==> src/tpi_pkg.sv <==
package tpi_pkg;

    localparam int FracBits  = 16;
    localparam int ProgW     = FracBits + 1;
    localparam int CoordW    = 15;
    localparam int DiffW     = 16;
    localparam int SqW       = 32;
    localparam int LenW      = 16;
    localparam int SpeedW    = 16;
    localparam int TimeW     = 16;
    localparam int NumW      = SpeedW + TimeW + FracBits;
    localparam int DenW      = LenW + 16;
    localparam int CntW      = 6;
    localparam int RegIdxW   = 3;
    localparam int CfgW      = 16;
    localparam int SpeedReset = 640;

    localparam logic [RegIdxW-1:0] RegSpeed  = 3'd0;
    localparam logic [RegIdxW-1:0] RegYaw0   = 3'd1;
    localparam logic [RegIdxW-1:0] RegPitch0 = 3'd2;
    localparam logic [RegIdxW-1:0] RegYaw1   = 3'd3;
    localparam logic [RegIdxW-1:0] RegPitch1 = 3'd4;
    localparam logic [RegIdxW-1:0] RegYaw2   = 3'd5;
    localparam logic [RegIdxW-1:0] RegPitch2 = 3'd6;

    typedef struct packed {
        logic load;
        logic sq_step;
        logic sqrt_init;
        logic sqrt_step;
        logic div_init;
        logic div_step;
        logic advance;
        logic interp_a;
        logic interp_b;
        logic out_load;
    } tpi_cmd_t;

    typedef struct packed {
        logic len_zero;
        logic done_cnt;
    } tpi_status_t;

endpackage

==> src/tpi_ctrl.sv <==
module tpi_ctrl
(
    input  logic                clk,
    input  logic                rst_n,
    input  logic                in_fire,
    input  logic                out_busy,
    input  tpi_pkg::tpi_status_t status,
    output logic                in_ready,
    output tpi_pkg::tpi_cmd_t   cmd
);

    localparam logic [3:0] StIdle  = 4'd0;
    localparam logic [3:0] StSq    = 4'd1;
    localparam logic [3:0] StSqrtI = 4'd2;
    localparam logic [3:0] StSqrt  = 4'd3;
    localparam logic [3:0] StDivI  = 4'd4;
    localparam logic [3:0] StDiv   = 4'd5;
    localparam logic [3:0] StAdv   = 4'd6;
    localparam logic [3:0] StIntA  = 4'd7;
    localparam logic [3:0] StIntB  = 4'd8;
    localparam logic [3:0] StOut   = 4'd9;

    logic [3:0] state_reg, state_next;

    always_ff @(posedge clk or negedge rst_n)
    begin
        if (!rst_n)
        begin
            state_reg <= StIdle;
        end
        else
        begin
            state_reg <= state_next;
        end
    end

    always_comb
    begin
        state_next = state_reg;
        cmd = '0;
        in_ready = 1'b0;
        case (state_reg)
            StIdle:
            begin
                in_ready = 1'b1;
                if (in_fire)
                begin
                    cmd.load = 1'b1;
                    state_next = StSq;
                end
            end
            StSq:
            begin
                cmd.sq_step = 1'b1;
                state_next = StSqrtI;
            end
            StSqrtI:
            begin
                cmd.sqrt_init = 1'b1;
                state_next = StSqrt;
            end
            StSqrt:
            begin
                cmd.sqrt_step = 1'b1;
                if (status.done_cnt)
                begin
                    state_next = StDivI;
                end
            end
            StDivI:
            begin
                if (status.len_zero)
                begin
                    state_next = StAdv;
                end
                else
                begin
                    cmd.div_init = 1'b1;
                    state_next = StDiv;
                end
            end
            StDiv:
            begin
                cmd.div_step = 1'b1;
                if (status.done_cnt)
                begin
                    state_next = StAdv;
                end
            end
            StAdv:
            begin
                cmd.advance = 1'b1;
                state_next = StIntA;
            end
            StIntA:
            begin
                cmd.interp_a = 1'b1;
                state_next = StIntB;
            end
            StIntB:
            begin
                cmd.interp_b = 1'b1;
                state_next = StOut;
            end
            StOut:
            begin
                if (!out_busy)
                begin
                    cmd.out_load = 1'b1;
                    state_next = StIdle;
                end
            end
            default:
            begin
                state_next = StIdle;
            end
        endcase
    end

endmodule

==> config.mk <==
export PLATFORM = sky130hd
export DESIGN_NAME = tpi_ctrl
export DESIGN_NICKNAME = d
export VERILOG_FILES = /design/src/tpi_pkg.sv /design/src/tpi_ctrl.sv
export SDC_FILE = /design/constraint.sdc
export NUM_CORES = 1
export LEC_CHECK = 0
export ABC_CLOCK_PERIOD_IN_PS = 2700
export BUFFER_PORTS_ARGS = -buffer_cell sky130_fd_sc_hd__clkbuf_2
export CAP_MARGIN = 20
export CORE_AREA = 8 8 45 47
export DETAILED_ROUTE_END_ITERATION = 6
export DIE_AREA = 0 0 53 55
export GPL_ROUTABILITY_DRIVEN = 0
export HOLD_SLACK_MARGIN = 0.08
export MAX_ROUTING_LAYER = met4
export SLEW_MARGIN = 40
export SYNTH_ARGS = -nofsm -noshare
export SYNTH_HDL_FRONTEND = slang
export SYNTH_SLANG_ARGS = --single-unit
==> constraint.sdc <==
create_clock -name clk -period 2.7 [get_ports clk]
set_input_delay 0.135 -clock clk [delete_from_list [all_inputs] [get_ports clk]]
set_output_delay 0.135 -clock clk [all_outputs]
set_load 0.05 [all_outputs]
-- Word level (Yosys, flattened, before mapping)
Index checks and enable logic that the tools add are counted.
- bits in registers: 4
- input port bits: 6
- output and inout port bits: 11
- logic and storage cells: 36
- equal/unequal tests: 13
- muxes and demuxes: 20
- reductions and logical operators: 2
- operators by type and width (cell ; number):
    case mux 4 bit (10 select lines) ; 1
    == test 4 x 3 -> 1 bit (second input constant) ; 4
    2-to-1 mux 4 bit ; 4
    2-to-1 mux 1 bit ; 14
    == test 4 x 2 -> 1 bit (second input constant) ; 2
    == test 4 bit (second input constant) ; 2
    != test 2 bit (second input constant) ; 4
    == test 4 x 1 -> 1 bit (second input constant) ; 1
    zero test 4 bit ; 1
    AND reduction 4 bit ; 1
    2-to-1 mux 2 bit ; 1

-- Depth between registers and ports, before layout
Gate-level depths: netlist of run 1.
- depth after elaboration: 3
- gate-level depth with buffers: 4

-- Worst setup path before layout of run 1
No wires, ideal clock.
- kind: register -> output
- start point: register state_reg[2]
- end point: output port cmd[9] (netlist bit)
- arrival: 2.742 ns
- data required time: 2.565 ns
- path slack: -0.177 ns
- stages on the path, launching flop included: 4
- buffers on the path: 1
- cell sequence: dfrtp_1 -> clkbuf_1 -> nor4_1 -> and2_1
- RTL lines (what ; line ; text):
    from (decl) ; tpi_ctrl.sv:23 ; logic [3:0] state_reg, state_next;
    from (signal assigned) ; tpi_ctrl.sv:29 ; state_reg <= StIdle;
    from (signal assigned) ; tpi_ctrl.sv:33 ; state_reg <= state_next;
    to (decl) ; tpi_ctrl.sv:9 ; output tpi_pkg::tpi_cmd_t cmd

==> results of run 1 <==
==> worst paths after layout <==
kind	start	endpoint	slack, ns	depth (start not counted)
max	state_reg[1]	cmd[9]	1.05	3
min	status[0]	state_reg[2]	0.22	3
max reg2reg	state_reg[1]	state_reg[0]	1.24	3
min reg2reg	state_reg[3]	state_reg[2]	0.65	1
max in group asynchronous	rst_n	state_reg[1]	2.34	2
min in group asynchronous	rst_n	state_reg[0]	0.24	2
==> cell families after synthesis <==
kind of cell / count (synthesis)
buf+inv: 4
mux: 1
simple gates: 23
flops: 4
compound gates: 8
==> metrics by stage <==
step	power [mW]	worst slack, ns
after floorplan	0.4924	0.4074
after global placement	0.5548	1.238
after detailed placement	0.5560	1.245
after CTS	0.6361	1.018
after global routing	0.6766	0.8874
final	0.6264	1.051
==> routing by layer <==
metal | share of wire [%] | GRT usage (%) | vias to the layer above | routed length [um]
li1 | - | - | 184 | -
met1 | 43 | 6.748 | 166 | 361
met2 | 51 | 10.35 | 7 | 434
met3 | 4.1 | 2.406 | 2 | 35
met4 | 1.8 | 5.172 | 0 | 15
met5 | 0 | - | - | 0
==> cells in the mapped netlist, drive strengths merged <==
cell | count | area share (%)
nand2b | 5 | 10
nor3 | 5 | 7.6
dfrtp | 4 | 31
nor2 | 3 | 3.4
a211oi | 2 | 4.6
a31oi | 2 | 3.8
buf | 2 | 5.0
clkbuf | 2 | 2.3
nand2 | 2 | 2.3
nor4 | 2 | 3.8
a21oi | 1 | 1.5
and2 | 1 | 1.9
mux2 | 1 | 3.4
nand3b | 1 | 2.3
nand4b | 1 | 2.7
nor2b | 1 | 1.9
o21ai | 1 | 1.5
o32a | 1 | 3.1
o32ai | 1 | 2.7
or4 | 1 | 2.3
or4b | 1 | 3.1
==> worst max-delay path, delay by kind of cell (launching register included) <==
family,cells,cell delay [ns]
and+or+nand+nor,2,0.50
DFF,1,0.51
buffers and inverters,1,0.27
==> repair_timing <==
item	CTS	global route
hold buffers	1	0
setup endpoints to repair	0	0
endpoints found under the hold margin	4	0
==> placed cells by master, fill, tap and decap left out <==
master         instances
o32ai_1                1
nand4b_1               1
clkbuf_2              16
nor4_1                 1
nand2_1                2
nand2b_2               1
a211oi_1               2
a21oi_1                1
and2_1                 1
clkbuf_4               3
nor2b_1                1
nand3b_1               1
or4b_1                 1
dfrtp_1                4
nor4_2                 1
nor3_1                 5
nor2_1                 3
a31oi_1                2
o21ai_0                1
mux2_2                 1
or4_1                  1
dlygate4sd3_1          1
nand2b_1               4
o32a_1                 1
==> report_power, final <==
part	switching, mW	internal [mW]	total [mW]	leakage [nW]
clock	0.0245	0.0497	0.0742	0.0138
combinational	0.260	0.117	0.377	0.128
sequential	0.0877	0.0873	0.175	0.0492
total	0.372	0.254	0.626	0.191
==> cell type report <==
| cell class | instances | share of cell area [%] |
|---|---|---|
| Clock buffer | 3 | 5.085 |
| Sequential cell | 4 | 22.60 |
| Timing Repair Buffer | 17 | 20.34 |
| Multi-Input combinational cell | 32 | 47.46 |
| Tap cell | 16 | 4.520 |
==> flow_summary.ini, run 1 <==
[run_status]
outcome = finished clean

[finish]
area_growth_syn_to_layout_pct = 35.11
final_util_pct = 32.01
fin_nets = 64
diodes = 0
fillerInstances = 152
layout.cells.non_filler = 72
seqCellArea_sq_um = 100.1
layout-drive-gt1-share_pct = 39.29
multi_input_area_sq_um = 210.2
design_area_sq_um = 442.9
largest_reg_flops = 4

[yosys]
synthMuxAreaShare_pct = 3.435
yosysWarnings = 0
netlist_area_sq_um = 327.8
synth-seq-cells = 4
yosys.area_share.simple_pct = 41.60
synth-adder-area-share_pct = 0
syn-num-nets = 46
synth-compound-area-share_pct = 17.18
seq_area_frac_synth_pct = 30.53
yosysUniqueCellTypes = 23
avgSynthCellArea_sq_um = 8.195
synth_cells = 40
synth_top_family_by_area = simple AND/OR/NAND/NOR gates
synthXorXnorAreaFrac_pct = 0

[worst_setup_path]
critical-path-slowest-cell = dfrtp_1
cp_max_fo = 16
crit_required_ns = 2.57
path_class = flop to primary output
worstSetupStartpointType = flop
arrival_ns = 1.51
slowest_delay_ns = 0.51
crit_chain = nor4_2 > and2_1 > clkbuf_2
timing.critical_path.to_type = primary output

[detailed_routing]
drc_errors = 0
wirelength_um = 847
vias = 359
drt_first_pass_iters = 3
drt-wirelength-per-cell_um = 11.76
viasPerCell = 4.986
drt.antenna.violating_nets = 0
drtIter0Drc = 4

[timing]
skew_ns = 0.0008680
maxSlewHeadroom_pct = 72.69
fmax_mhz = 606.4
rsz0062_at_grt = no
fin_setup_tns_ns = 0
slew_viol_final = 0
whs_ns = 0.2190
setup_viol = 0
worstMarginPinSlew_ns = 0.4096
hold_viol = 0
finalCriticalPeriod_ns = 1.649
post-route-period-util_pct = 61.08

[global_routing]
grt_usage_pct = 6.667
grt_pass1_vias = 343
grt_start_max_net_pins = 17
antenna_found_initial = 0
grt_pass1_wl_um = 1393
grt.overflow.total = 0

[min_path]
hp-class = input port to flop

[floorplan]
die_width_um = 53
start_util_pct = 23.69
rows = 14
core_sq_um = 1384
ios = 17
die_h_um = 55
dieArea_sq_um = 2915

[clock_network]
cts.sinks = 4
root_buffer = clkbuf_4
ctsResizeCount = 0
clk_latency_ns = 0.23
cts_made_buffers = 3
cts_tree = done
path_clk_slew_ns = 0.04
htree_levels = 1
cts_setup_buffers = 0
ctsLongestPathBuffers = 2

[placed_design]
place_area_sq_um = 410.4
placed_cells = 68
dp_hpwl_um = 643.6
numPortBuffers = 16

[pwr]
vdd.ir_drop.worst_uv = 478.7
p_leak_nw = 0.1907
power.density_nw_per_um2 = 1414

[flow_run]
drv_cap = 0
No activity file was read; power rests on OpenSTA's default activity.
==> inputs of run 2 (changes only) <==
--- a/config.mk
+++ b/config.mk
@@ -5,7 +5,7 @@
 export SDC_FILE = /design/constraint.sdc
 export NUM_CORES = 1
 export LEC_CHECK = 0
-export ABC_CLOCK_PERIOD_IN_PS = 2700
+export ABC_CLOCK_PERIOD_IN_PS = 1600
 export BUFFER_PORTS_ARGS = -buffer_cell sky130_fd_sc_hd__clkbuf_2
 export CAP_MARGIN = 20
 export CORE_AREA = 8 8 45 47
==> constraint.sdc (replaced) <==
create_clock -name clk -period 1.6 [get_ports clk]
set_input_delay 0.08 -clock clk [delete_from_list [all_inputs] [get_ports clk]]
set_output_delay 0.08 -clock clk [all_outputs]
set_load 0.05 [all_outputs]
==> flow_summary.ini, run 2 (synthesis gave the netlist of run 1 again) <==
[finish]
seqCellArea_sq_um = 102.6
fin_nets = 67
largest_reg_flops = 4
mostFrequentLayoutCell = clkbuf_2
fillerInstances = 145
multi_input_area_sq_um = 235.2
layout-drive-gt1-share_pct = 50.85
diodes = 0
final_cell_mix = clkbuf_2 (12), buf_4 (5), nand2b_1 (4), clkbuf_4 (4)
final_util_pct = 36.17
area_growth_syn_to_layout_pct = 52.67

[floorplan]
die_width_um = 53
ios = 17
core_sq_um = 1384
start_util_pct = 23.69
die_h_um = 55
dieArea_sq_um = 2915
rows = 14

[worst_setup_path]
arrival_ns = 1.41
crit_chain = nor4_4 > and2_1 > clkbuf_2
path_class = flop to primary output
worstSetupStartpointType = flop
cp_top_family = flip-flops
timing.critical_path.to_type = primary output
critical-path-slowest-cell = dfrtp_1
crit_buf_inv = 1
slowest_delay_ns = 0.47
cp_max_fo = 7
crit_required_ns = 1.52

[clock_network]
root_buffer = clkbuf_4
cts.sinks = 4
cts_made_buffers = 3
path_clk_slew_ns = 0.04
clk_latency_ns = 0.23
htree_levels = 1
cts_tree = done
ctsLongestPathBuffers = 2

[pwr]
power_frac_seq_pct = 23.0
power.density_nw_per_um2 = 2379
p_int_mw = 0.5030
power_frac_clock_pct = 10.3
switching_share_pct = 57.76
p_comb_share_pct = 66.7
p_leak_nw = 0.2120
power_switching_mw = 0.6878
vdd.ir_drop.worst_uv = 666.7
p_total_mw = 1.191

[detailed_routing]
wirelength_um = 976
drc_errors = 0
drt-wirelength-per-cell_um = 13.01
vias = 366
drtIter0Drc = 5
drt.antenna.violating_nets = 0
viasPerCell = 4.880
drt_first_pass_iters = 4

[timing]
post-route-period-util_pct = 92.99
slew_viol_final = 0
skew_ns = 0.005077
setup_viol = 0
worstMarginPinSlew_ns = 0.2954
finalCriticalPeriod_ns = 1.488
whs_ns = 0.1714
hold_viol = 0
fmax_mhz = 672.1
rsz0062_at_grt = no
maxSlewHeadroom_pct = 80.30

[global_routing]
grt_pass1_vias = 369
grt_pass1_wl_um = 1628
grt_start_max_net_pins = 12
antenna_found_initial = 0
grt.overflow.total = 0
grt_usage_pct = 7.731

[placed_design]
numPortBuffers = 16
dp_hpwl_um = 753.4

[min_path]
hp-class = input port to flop

[flow_run]
drv_cap = 0

[run_status]
outcome = finished clean
-- run 2: path summary, 6_finish.rpt --
check                          endpoint    startpoint  slack [ns]  cells past startpoint
min in group asynchronous  state_reg[0]         rst_n        0.18                      2
max in group asynchronous  state_reg[2]         rst_n        1.28                      2
max                              cmd[9]  state_reg[0]        0.11                      3
min                        state_reg[2]     status[0]        0.17                      3
max reg2reg                state_reg[0]  state_reg[2]        0.26                      3
min reg2reg                state_reg[1]  state_reg[3]        0.63                      1
-- run 2: timing repair --
item,CTS,global route
hold buffers,1,0
buffers inserted,0,0
setup endpoints to repair,1,7
gates resized for setup,1,9
endpoints found under the hold margin,4,0
-- run 2: worst min-delay path: cells and delay by family --
kind	cells	cell delay, ns
buffers and inverters	1	0.11
AOI/OAI and AO/OA	1	0.07
and+or+nand+nor	1	0.09
-- run 2: cell type report --
class,count,area share [%]
clock buffer,3,4.500
multi-input combinational,32,47.00
sequential,4,20.50
tap,16,4.000
timing repair buffer,20,24.00
-- run 2: metrics by stage --
stage / worst slack [ns] / area [sq um] / TNS (ns) / std cells
2_1_floorplan: -0.3038 / 359.1 / -1.136 / 40
3_3_place_gp: 0.2581 / 457.9 / 0 / 71
3_5_place_dp: 0.2096 / 457.9 / 0 / 71
4_1_cts: 0.02812 / 493.0 / 0 / 75
5_1_grt: 0.005679 / 500.5 / 0 / 75
6_report: 0.1122 / 500.5 / 0 / 75
-- run 2: layer usage --
| layer | vias up | part of all wire [%] | global-route usage [%] |
|---|---|---|---|
| met5 | - | 0 | - |
| met4 | 0 | 0 | 5.172 |
| met3 | 0 | 6.7 | 2.674 |
| met2 | 8 | 51 | 10.94 |
| li1 | 190 | - | - |
| met1 | 168 | 42 | 9.021 |
-- run 2: power groups by stage --
stage | Combinational, mW | Clock, mW | Sequential, mW
final | 0.794 | 0.123 | 0.274
after detailed placement | 0.788 | 0 | 0.268
after CTS | 0.794 | 0.129 | 0.268
after global placement | 0.786 | 0 | 0.263
after global routing | 0.854 | 0.135 | 0.288
after floorplan | 0.684 | 0 | 0.197
